--- config.mk ---
export PLATFORM = sky130hd
export DESIGN_NAME = time_ordered_event_queue_core
export DESIGN_NICKNAME = d
export VERILOG_FILES = /design/src/hdl/toeq_pkg.sv /design/src/hdl/time_ordered_event_queue_core.sv /design/src/hdl/toeq_front.sv /design/src/hdl/toeq_back.sv
export SDC_FILE = /design/constraint.sdc
export NUM_CORES = 2
export LEC_CHECK = 0
export ABC_AREA = 1
export BUFFER_PORTS_ARGS = -buffer_cell sky130_fd_sc_hd__buf_4
export CORE_UTILIZATION = 55
export DETAILED_ROUTE_END_ITERATION = 10
export GPL_TIMING_DRIVEN = 0
export PLACE_DENSITY_LB_ADDON = 0.15
export SYNTH_ARGS = -nofsm -noshare
export SYNTH_HDL_FRONTEND = slang
export SYNTH_SLANG_ARGS = --single-unit
export TNS_END_PERCENT = 50
--- constraint.sdc ---
create_clock -name clk -period 16.6 [get_ports clk]
set_input_delay 1.66 -clock clk [delete_from_list [all_inputs] [get_ports clk]]
set_output_delay 1.66 -clock clk [all_outputs]
set_load 0.005 [all_outputs]
--- src/hdl/toeq_pkg.sv ---
// ----------------------------------------------------------------------------
// toeq_pkg
// Types and codes shared by the time-ordered event queue modules.
// ----------------------------------------------------------------------------
package toeq_pkg;

  localparam logic [2:0] KIND_ADD  = 3'd0;
  localparam logic [2:0] KIND_REM  = 3'd1;
  localparam logic [2:0] KIND_FIND = 3'd2;
  localparam logic [2:0] KIND_ADV  = 3'd3;
  localparam logic [2:0] KIND_POP  = 3'd4;

  localparam logic [1:0] TYPE_DISPATCH = 2'd0;
  localparam logic [1:0] TYPE_ADD      = 2'd1;
  localparam logic [1:0] TYPE_REM      = 2'd2;
  localparam logic [1:0] TYPE_FIND     = 2'd3;

  localparam logic [1:0] ST_OK        = 2'd0;
  localparam logic [1:0] ST_FULL      = 2'd1;
  localparam logic [1:0] ST_NOT_FOUND = 2'd2;
  localparam logic [1:0] ST_EMPTY     = 2'd3;

  typedef struct packed {
    logic [2:0]         kind;
    logic [7:0]         event_code;
    logic [31:0]        event_param;
    logic signed [63:0] rel_time;
    logic [63:0]        new_time;
  } in_item_t;

  typedef struct packed {
    logic [1:0]  out_type;
    logic [7:0]  out_code;
    logic [31:0] out_arg;
    logic [63:0] out_time;
    logic [1:0]  status;
    logic        last;
  } out_item_t;

  typedef struct packed {
    logic [63:0] due;
    logic [7:0]  code;
    logic [31:0] arg;
  } entry_t;

endpackage

--- src/hdl/time_ordered_event_queue_core.sv ---
// ----------------------------------------------------------------------------
// time_ordered_event_queue_core
// Sorted timed-event queue with add, remove, find, advance and pop commands.
// ----------------------------------------------------------------------------
// Usage:
//  in_valid/in_ready/in_data carry one command per transfer; out_valid/
//  out_ready/out_data carry results. Kinds 5..7 are taken and ignored.
//  A two-entry command queue sits between the front end and the sequencer,
//  so commands are taken while the sequencer is busy or the output stalls.
//  Add walks back from the tail, moving each later entry up one slot;
//  remove and find scan from the head, and remove then shifts each
//  later entry down one slot; pop takes the head entry; advance
//  dispatches each due event in turn. The longest command is an advance
//  that empties a full queue. The sequencer walks the event memory one
//  entry at a time and takes no new command until done with the last.
//  Advance emits one result per due event; last marks the final one.
//  Reset (rst_n low, synchronous) empties the queue and zeroes the time.
//  When out_ready is low the result is held and the sequencer waits; the
//  command queue then fills and in_ready drops.
// ----------------------------------------------------------------------------
module time_ordered_event_queue_core
  import toeq_pkg::*;
#(
  parameter int DEPTH = 16
) (
  input  logic      clk,
  input  logic      rst_n,
  input  logic      in_valid,
  output logic      in_ready,
  input  in_item_t  in_data,
  output logic      out_valid,
  input  logic      out_ready,
  output out_item_t out_data
);

  logic     cmd_valid, cmd_ready;
  in_item_t cmd_data;

  toeq_front u_front (
    .clk       (clk),
    .rst_n     (rst_n),
    .in_valid  (in_valid),
    .in_ready  (in_ready),
    .in_data   (in_data),
    .cmd_valid (cmd_valid),
    .cmd_ready (cmd_ready),
    .cmd_data  (cmd_data)
  );

  toeq_back #(.DEPTH(DEPTH)) u_back (
    .clk       (clk),
    .rst_n     (rst_n),
    .cmd_valid (cmd_valid),
    .cmd_ready (cmd_ready),
    .cmd_data  (cmd_data),
    .out_valid (out_valid),
    .out_ready (out_ready),
    .out_data  (out_data)
  );

endmodule

--- src/hdl/toeq_front.sv ---
// ----------------------------------------------------------------------------
// toeq_front
// Accepts input items, drops unused kinds, queues commands for the back end.
// ----------------------------------------------------------------------------
module toeq_front
  import toeq_pkg::*;
(
  input  logic     clk,
  input  logic     rst_n,
  input  logic     in_valid,
  output logic     in_ready,
  input  in_item_t in_data,
  output logic     cmd_valid,
  input  logic     cmd_ready,
  output in_item_t cmd_data
);

  in_item_t   q_r [2];
  logic       wp_r, rp_r;
  logic [1:0] cnt_r;
  logic       push, pop, kind_ok;

  always_comb begin
    case (in_data.kind)
      KIND_ADD, KIND_REM, KIND_FIND, KIND_ADV, KIND_POP: kind_ok = 1'b1;
      default: kind_ok = 1'b0;
    endcase
  end

  assign in_ready  = (cnt_r != 2'd2);
  assign push      = in_valid && in_ready && kind_ok;
  assign cmd_valid = (cnt_r != 2'd0);
  assign cmd_data  = q_r[rp_r];
  assign pop       = cmd_valid && cmd_ready;

  always_ff @(posedge clk) begin
    if (push) q_r[wp_r] <= in_data;
    if (!rst_n) begin
      wp_r  <= 1'b0;
      rp_r  <= 1'b0;
      cnt_r <= 2'd0;
    end else begin
      if (push) wp_r <= ~wp_r;
      if (pop)  rp_r <= ~rp_r;
      cnt_r <= cnt_r + {1'b0, push} - {1'b0, pop};
    end
  end

endmodule

--- src/hdl/toeq_back.sv ---
// ----------------------------------------------------------------------------
// toeq_back
// Sorted event store in a circular memory and the sequencer that walks it.
// ----------------------------------------------------------------------------
module toeq_back
  import toeq_pkg::*;
#(
  parameter int DEPTH = 16
) (
  input  logic      clk,
  input  logic      rst_n,
  input  logic      cmd_valid,
  output logic      cmd_ready,
  input  in_item_t  cmd_data,
  output logic      out_valid,
  input  logic      out_ready,
  output out_item_t out_data
);

  localparam int AW = (DEPTH > 1) ? $clog2(DEPTH) : 1;
  localparam int CW = $clog2(DEPTH + 1);

  typedef enum logic [12:0] {
    S_IDLE    = 13'b0000000000001,
    S_ADD_RD  = 13'b0000000000010,
    S_ADD_CMP = 13'b0000000000100,
    S_REM_RD  = 13'b0000000001000,
    S_REM_CMP = 13'b0000000010000,
    S_SH_RD   = 13'b0000000100000,
    S_SH_WR   = 13'b0000001000000,
    S_FND_RD  = 13'b0000010000000,
    S_FND_CMP = 13'b0000100000000,
    S_ADV_RD  = 13'b0001000000000,
    S_ADV_CMP = 13'b0010000000000,
    S_POP_CMP = 13'b0100000000000,
    S_EMIT    = 13'b1000000000000
  } state_t;

  entry_t mem [DEPTH];
  entry_t rd_data_r;

  state_t    state_r, state_nxt, ret_r, ret_nxt;
  in_item_t  cmd_r, cmd_nxt;
  logic [63:0] due_r, due_nxt, cur_r, cur_nxt;
  logic [CW-1:0] li_r, li_nxt, fill_r, fill_nxt;
  logic [AW-1:0] head_r, head_nxt;
  out_item_t res_r, res_nxt, out_data_r;
  entry_t    pend_r, pend_nxt;
  logic      have_pend_r, have_pend_nxt, out_valid_r;

  logic          wr_en;
  logic [CW-1:0] wr_li, rd_li;
  entry_t        wr_data, new_ent;
  logic [AW-1:0] rd_addr, wr_addr;
  logic          out_free;

  function automatic logic [AW-1:0] phys(input logic [AW-1:0] head,
                                         input logic [CW-1:0] li);
    logic [AW:0] s;
    s = {1'b0, head} + {1'b0, li[AW-1:0]};
    if (s >= (AW+1)'(DEPTH)) s = s - (AW+1)'(DEPTH);
    return s[AW-1:0];
  endfunction

  function automatic out_item_t mk_res(input logic [1:0] t, input entry_t e,
                                       input logic [1:0] st, input logic lst);
    out_item_t r;
    r.out_type = t;
    r.out_code = e.code;
    r.out_arg  = e.arg;
    r.out_time = e.due;
    r.status   = st;
    r.last     = lst;
    return r;
  endfunction

  assign out_free  = !out_valid_r || out_ready;
  assign cmd_ready = (state_r == S_IDLE);
  assign out_valid = out_valid_r;
  assign out_data  = out_data_r;
  assign new_ent   = '{due: due_r, code: cmd_r.event_code, arg: cmd_r.event_param};
  assign rd_addr   = phys(head_nxt, rd_li);
  assign wr_addr   = phys(head_r, wr_li);

  always_comb begin
    state_nxt     = state_r;
    ret_nxt       = ret_r;
    cmd_nxt       = cmd_r;
    due_nxt       = due_r;
    cur_nxt       = cur_r;
    li_nxt        = li_r;
    fill_nxt      = fill_r;
    head_nxt      = head_r;
    res_nxt       = res_r;
    pend_nxt      = pend_r;
    have_pend_nxt = have_pend_r;
    wr_en         = 1'b0;
    wr_li         = li_r;
    wr_data       = rd_data_r;
    case (state_r)
      S_IDLE: begin
        if (cmd_valid) begin
          cmd_nxt = cmd_data;
          due_nxt = cur_r + cmd_data.rel_time;
          li_nxt  = '0;
          ret_nxt = S_IDLE;
          case (cmd_data.kind)
            KIND_ADD: begin
              if (fill_r == CW'(DEPTH)) begin
                res_nxt   = mk_res(TYPE_ADD, '0, ST_FULL, 1'b1);
                state_nxt = S_EMIT;
              end else begin
                li_nxt    = fill_r;
                state_nxt = S_ADD_RD;
              end
            end
            KIND_REM:  state_nxt = S_REM_RD;
            KIND_FIND: state_nxt = S_FND_RD;
            KIND_ADV: begin
              cur_nxt       = cmd_data.new_time;
              have_pend_nxt = 1'b0;
              state_nxt     = S_ADV_RD;
            end
            KIND_POP: begin
              if (fill_r == '0) begin
                res_nxt   = mk_res(TYPE_DISPATCH, '0, ST_EMPTY, 1'b1);
                state_nxt = S_EMIT;
              end else begin
                state_nxt = S_POP_CMP;
              end
            end
            default: state_nxt = S_IDLE;
          endcase
        end
      end
      S_ADD_RD: begin
        if (li_r == '0) begin
          wr_en     = 1'b1;
          wr_data   = new_ent;
          fill_nxt  = fill_r + 1'b1;
          res_nxt   = mk_res(TYPE_ADD, '0, ST_OK, 1'b1);
          state_nxt = S_EMIT;
        end else begin
          state_nxt = S_ADD_CMP;
        end
      end
      S_ADD_CMP: begin
        wr_en = 1'b1;
        if (due_r < rd_data_r.due) begin
          li_nxt    = li_r - 1'b1;
          state_nxt = S_ADD_RD;
        end else begin
          wr_data   = new_ent;
          fill_nxt  = fill_r + 1'b1;
          res_nxt   = mk_res(TYPE_ADD, '0, ST_OK, 1'b1);
          state_nxt = S_EMIT;
        end
      end
      S_REM_RD: begin
        if (li_r == fill_r) begin
          res_nxt   = mk_res(TYPE_REM, '0, ST_NOT_FOUND, 1'b1);
          state_nxt = S_EMIT;
        end else begin
          state_nxt = S_REM_CMP;
        end
      end
      S_REM_CMP: begin
        if (rd_data_r.code == cmd_r.event_code && rd_data_r.arg == cmd_r.event_param) begin
          state_nxt = S_SH_RD;
        end else begin
          li_nxt    = li_r + 1'b1;
          state_nxt = S_REM_RD;
        end
      end
      // close the gap: move each later entry down one slot
      S_SH_RD: begin
        if ((li_r + 1'b1) >= fill_r) begin
          fill_nxt  = fill_r - 1'b1;
          res_nxt   = mk_res(TYPE_REM, '0, ST_OK, 1'b1);
          state_nxt = S_EMIT;
        end else begin
          state_nxt = S_SH_WR;
        end
      end
      S_SH_WR: begin
        wr_en     = 1'b1;
        li_nxt    = li_r + 1'b1;
        state_nxt = S_SH_RD;
      end
      S_FND_RD: begin
        if (li_r == fill_r) begin
          res_nxt   = mk_res(TYPE_FIND, '{due: '1, code: '0, arg: '0},
                             ST_NOT_FOUND, 1'b1);
          state_nxt = S_EMIT;
        end else begin
          state_nxt = S_FND_CMP;
        end
      end
      S_FND_CMP: begin
        if (rd_data_r.code == cmd_r.event_code) begin
          res_nxt   = mk_res(TYPE_FIND, '{due: rd_data_r.due, code: '0, arg: '0},
                             ST_OK, 1'b1);
          state_nxt = S_EMIT;
        end else begin
          li_nxt    = li_r + 1'b1;
          state_nxt = S_FND_RD;
        end
      end
      // one dispatched event is held back so last can be set on the final one
      S_ADV_RD: begin
        if (fill_r == '0) begin
          if (have_pend_r) begin
            res_nxt       = mk_res(TYPE_DISPATCH, pend_r, ST_OK, 1'b1);
            have_pend_nxt = 1'b0;
            state_nxt     = S_EMIT;
          end else begin
            state_nxt = S_IDLE;
          end
        end else begin
          state_nxt = S_ADV_CMP;
        end
      end
      S_ADV_CMP: begin
        if (rd_data_r.due <= cmd_r.new_time) begin
          head_nxt      = (head_r == AW'(DEPTH - 1)) ? '0 : head_r + 1'b1;
          fill_nxt      = fill_r - 1'b1;
          pend_nxt      = rd_data_r;
          have_pend_nxt = 1'b1;
          if (have_pend_r) begin
            res_nxt   = mk_res(TYPE_DISPATCH, pend_r, ST_OK, 1'b0);
            ret_nxt   = S_ADV_RD;
            state_nxt = S_EMIT;
          end else begin
            state_nxt = S_ADV_RD;
          end
        end else if (have_pend_r) begin
          res_nxt       = mk_res(TYPE_DISPATCH, pend_r, ST_OK, 1'b1);
          have_pend_nxt = 1'b0;
          state_nxt     = S_EMIT;
        end else begin
          state_nxt = S_IDLE;
        end
      end
      S_POP_CMP: begin
        cur_nxt   = rd_data_r.due;
        head_nxt  = (head_r == AW'(DEPTH - 1)) ? '0 : head_r + 1'b1;
        fill_nxt  = fill_r - 1'b1;
        res_nxt   = mk_res(TYPE_DISPATCH, rd_data_r, ST_OK, 1'b1);
        state_nxt = S_EMIT;
      end
      S_EMIT: begin
        if (out_free) state_nxt = ret_r;
      end
      default: state_nxt = S_IDLE;
    endcase
  end

  always_comb begin
    case (state_r)
      S_ADD_RD: rd_li = li_r - 1'b1;
      S_SH_RD:  rd_li = li_r + 1'b1;
      S_ADV_RD: rd_li = '0;
      S_IDLE:   rd_li = '0;
      default:  rd_li = li_r;
    endcase
  end

  always_ff @(posedge clk) begin
    if (wr_en) mem[wr_addr] <= wr_data;
    rd_data_r <= mem[rd_addr];
  end

  always_ff @(posedge clk) begin
    cmd_r  <= cmd_nxt;
    due_r  <= due_nxt;
    li_r   <= li_nxt;
    res_r  <= res_nxt;
    pend_r <= pend_nxt;
    ret_r  <= ret_nxt;
    if (state_r == S_EMIT && out_free) out_data_r <= res_r;
    if (!rst_n) begin
      state_r     <= S_IDLE;
      fill_r      <= '0;
      head_r      <= '0;
      cur_r       <= '0;
      have_pend_r <= 1'b0;
      out_valid_r <= 1'b0;
    end else begin
      state_r     <= state_nxt;
      fill_r      <= fill_nxt;
      head_r      <= head_nxt;
      cur_r       <= cur_nxt;
      have_pend_r <= have_pend_nxt;
      if (state_r == S_EMIT && out_free) out_valid_r <= 1'b1;
      else if (out_ready)                out_valid_r <= 1'b0;
    end
  end

`ifndef SYNTH
  a_fill_bound: assert property (@(posedge clk) disable iff (!rst_n)
    fill_r <= CW'(DEPTH)) else $error("fill count above depth");
  a_pend_idle: assert property (@(posedge clk) disable iff (!rst_n)
    state_r == S_IDLE |-> !have_pend_r) else $error("held dispatch left behind");
  a_fill_step: assert property (@(posedge clk) disable iff (!rst_n)
    ##1 (fill_r == $past(fill_r) || fill_r == $past(fill_r) + 1'b1 ||
         fill_r == $past(fill_r) - 1'b1)) else $error("fill count jumped");
`endif

endmodule
==> out/qor.yml <==
worst_setup_path:
  r2r-end: "u_back.rd_data_r[56]"
  crit_cells: 25
  cp-end-kind: "flop"
  arrival_ns: 9.92
  path_max_fanout: 10
  worstSetupStartpointType: "flop"
  crit_top_cell: "nand2_1"
  crit_path_end: "u_back.rd_data_r[56]"
  cp.required_ns: 17.41
  reg2regPathDepth: 25
  path_buf_inv: 7
  cpMaxStageDelayCell: "clkbuf_1"
  cp-startpoint: "u_back.rd_data_r[70]"
  cp_top_family: "buffers and inverters"
  r2r_start: "u_back.rd_data_r[70]"
  reg2reg_slack_ns: 7.49
  cp_slowest_stage_delay_ns: 1.13
  critPathKind: "reg2reg"
drt:
  routed_wirelength_um: 364000
  firstDrtPassIters: 6
  viasPerCell: 6.21
  drc: 0
  final_antenna_net_count: 0
  drtIter0Drc: 11300
  vias: 79800
  routedWlPerCell_um: 28.3
clock_network:
  clk_latency_ns: 0.95
  cts_tree: "built"
  h-tree-depth: 5
  cts_buffers: 293
  clkTransAtPathRegs_ns: 0.06
  root_buffer: "clkbuf_16"
  cts.sinks: 2700
  cts_resized: 0
  cts_hold_buffers: 0
  cts_setup_buffers: 0
  clockBufferDepth: 4
grt:
  grt_pass1_wl_um: 512000
  grt.total_usage_pct: 34.7
  grt_max_degree: 56
  grt_pass1_vias: 75300
  overflow: 0
  antenna_found_initial: 16
layout:
  syn_to_final_growth_pct: 15.7
  drive_gt1_share_pct: 11.7
  final_util_pct: 64.2
  nets: 10300
logic_synthesis:
  synth.distinct_cells: 56
  synth_enable_flop_cells: 2503
  ys_top_cells_by_area: "edfxtp_1 67%, nand2_1 6.7%, o21ai_0 4.0%, dfxtp_1 3.5%, ha_1 2.3%"
  ys_seq_area_share_pct: 70.3
  synthesis.nets: 9578
  synth_top_area_share_pct: 66.8
  avgSynthCellArea_um2: 12.2
  ys_ff_latch: 2700
  ys_warn_count: 0
  syn_area_um2: 112000
  syn_inst: 9190
  synth_async_sr_flop_share_pct: 0
  yosysTopAreaCell: "edfxtp_1"
  synth_ff_type: "edfxtp_1"
timing:
  drv_slew: 25
  skew_ns: 0.0439
  fin_ws_ns: 7.49
  setup_viol: 0
  fmax_mhz: 110
  period_needed_ns: 9.11
  tns_ns: 0
  worst_slew_pin_slew_ns: 1.62
  fin_crit_sh_pct: 54.9
  finalHoldViolCount: 0
  rsz0062_at_grt: "no"
  relSlewSlack_pct: -9.14
die:
  rows: 165
  die_area_um2: 206000
  die_x_um: 454
  start_util_pct: 55.5
  num_io_pins: 286
  core_um2: 203000
  die_height_um: 454
power_and_ir_drop:
  p_comb_share_pct: 39.2
  intPower_mw: 15.6
  p_sw_share_pct: 41.2
  finalPower_mw: 26.6
  power_switching_mw: 11.0
  power_leakage_nw: 47.0
  ir_drop_uv: 134
  power.density_nw_per_um2: 204
  clock_power_share_pct: 24.0
  share_seq_of_total_power_pct: 36.8
outcome:
  failed_checks: "capacitance limit, slew limit"
  status: "complete, but fails checks"
placement:
  place_hpwl_um: 260000
  portBuffers: 285
  gp_congestion: 0.986
  post-place-ws_ns: 7.98
job:
  cap_violations: 3
hold_path:
  holdCritPathClass: "reg2reg"
placed cells by master (no fill, tap or decap), types with 247 or more instances in the layout:
cell type	count
a21oi_1	443
buf_4	322
clkbuf_1	471
clkbuf_16	303
edfxtp_1	2503
inv_1	386
nand2_1	2021
nand3_1	247
nor2_1	606
o21ai_0	806
power by group through the flow:
stage          registers, mW  logic [mW]  clock network (mW)
2_1_floorplan           9.51        5.73                   0
3_3_place_gp            10.1        9.63                   0
3_5_place_dp            9.90        10.1                   0
4_1_cts                 9.76        10.2                6.43
5_1_grt                 9.79        11.0                6.67
6_report                9.79        10.4                6.38
flip-flops by register name (all words and copies together) (netlist names), named ones only:
signal / cells
u_front.rp_r: 1
u_back.pend_r: 104
u_back.head_r: 4
u_back.cmd_r: 104
u_front.q_r: 342
u_back.mem: 1664
u_back.state_r: 13
u_back.rd_data_r: 104
u_back.ret_r: 2
u_back.out_valid: 1
u_front.wp_r: 1
u_front.cnt_r: 2
u_back.have_pend_r: 1
u_back.li_r: 5
u_back.cur_r: 64
u_back.due_r: 64
u_back.res_r: 109
u_back.out_data: 109
u_back.fill_r: 5
how the worst min path moves through the flow:
stage                          from           endpoint  slack (ns)  cells after the start
6_report       u_back.rd_data_r[11]  u_back.pend_r[11]        0.43                      0
3_5_place_dp    u_back.rd_data_r[4]   u_back.pend_r[4]        0.42                      0
5_1_grt        u_back.rd_data_r[11]  u_back.pend_r[11]        0.44                      0
3_3_place_gp    u_back.rd_data_r[4]   u_back.pend_r[4]        0.42                      0
4_1_cts         u_back.rd_data_r[4]   u_back.pend_r[4]        0.44                      0
2_1_floorplan  u_back.rd_data_r[11]  u_back.pend_r[11]        0.41                      0
cells by family after synthesis:
| group | synth area share [%] |
|---|---|
| AOI/OAI and AO/OA | 10.7 |
| xor gates and xnor gates | 0.817 |
| adders and majority gates | 2.40 |
| buffers and inverters | 3.21 |
| DFF | 70.3 |
| muxes | 1.67 |
| and+or+nand+nor | 10.9 |
area by class of cell:
cell class / instances / area (µm²)
diodes: 34 / 85.1
plain buffers: 527 / 2140
clock buffers: 384 / 8110
clock inverters: 126 / 1180
fillers: 15300 / 72600
inverters: 398 / 1490
multi-input cells: 5565 / 30000
flip-flops and latches: 2700 / 79100
well taps: 2672 / 3340
repair buffers: 448 / 4670
cell usage after synthesis (27+ instances only):
cell      count
edfxtp_1   2503
nand2_1    2021
o21ai_0     896
nor2_1      626
a21oi_1     443
clkbuf_1    434
inv_1       386
nand3_1     247
ha_1        209
o22ai_1     209
a32o_1      208
dfxtp_1     197
mux2_2      166
nand4_1      92
a31oi_1      85
a211oi_1     66
xor2_1       61
buf_2        59
xnor2_1      42
o211ai_1     33
nor3_1       29
o221ai_1     27
through the flow:
step	cell area (µm²)	hold WS, ns	cells
finish	130000	0.435	12900
CTS	130000	0.435	12800
global route	130000	0.439	12800
global placement	118000	0.417	12100
detailed placement	121000	0.421	12300
floorplan	112000	0.408	9190
metal layers:
| layer | track usage (%) | wire, µm | vias up |
|---|---|---|---|
| met1 | 46.2 | 138000 | 39200 |
| met3 | 6.83 | 35300 | 911 |
| met4 | 20.2 | 23300 | 10 |
| met5 | 0 | 78 | - |
| li1 | - | - | 35000 |
| met2 | 53.3 | 167000 | 4690 |
(Power assumes the default switching activity.)
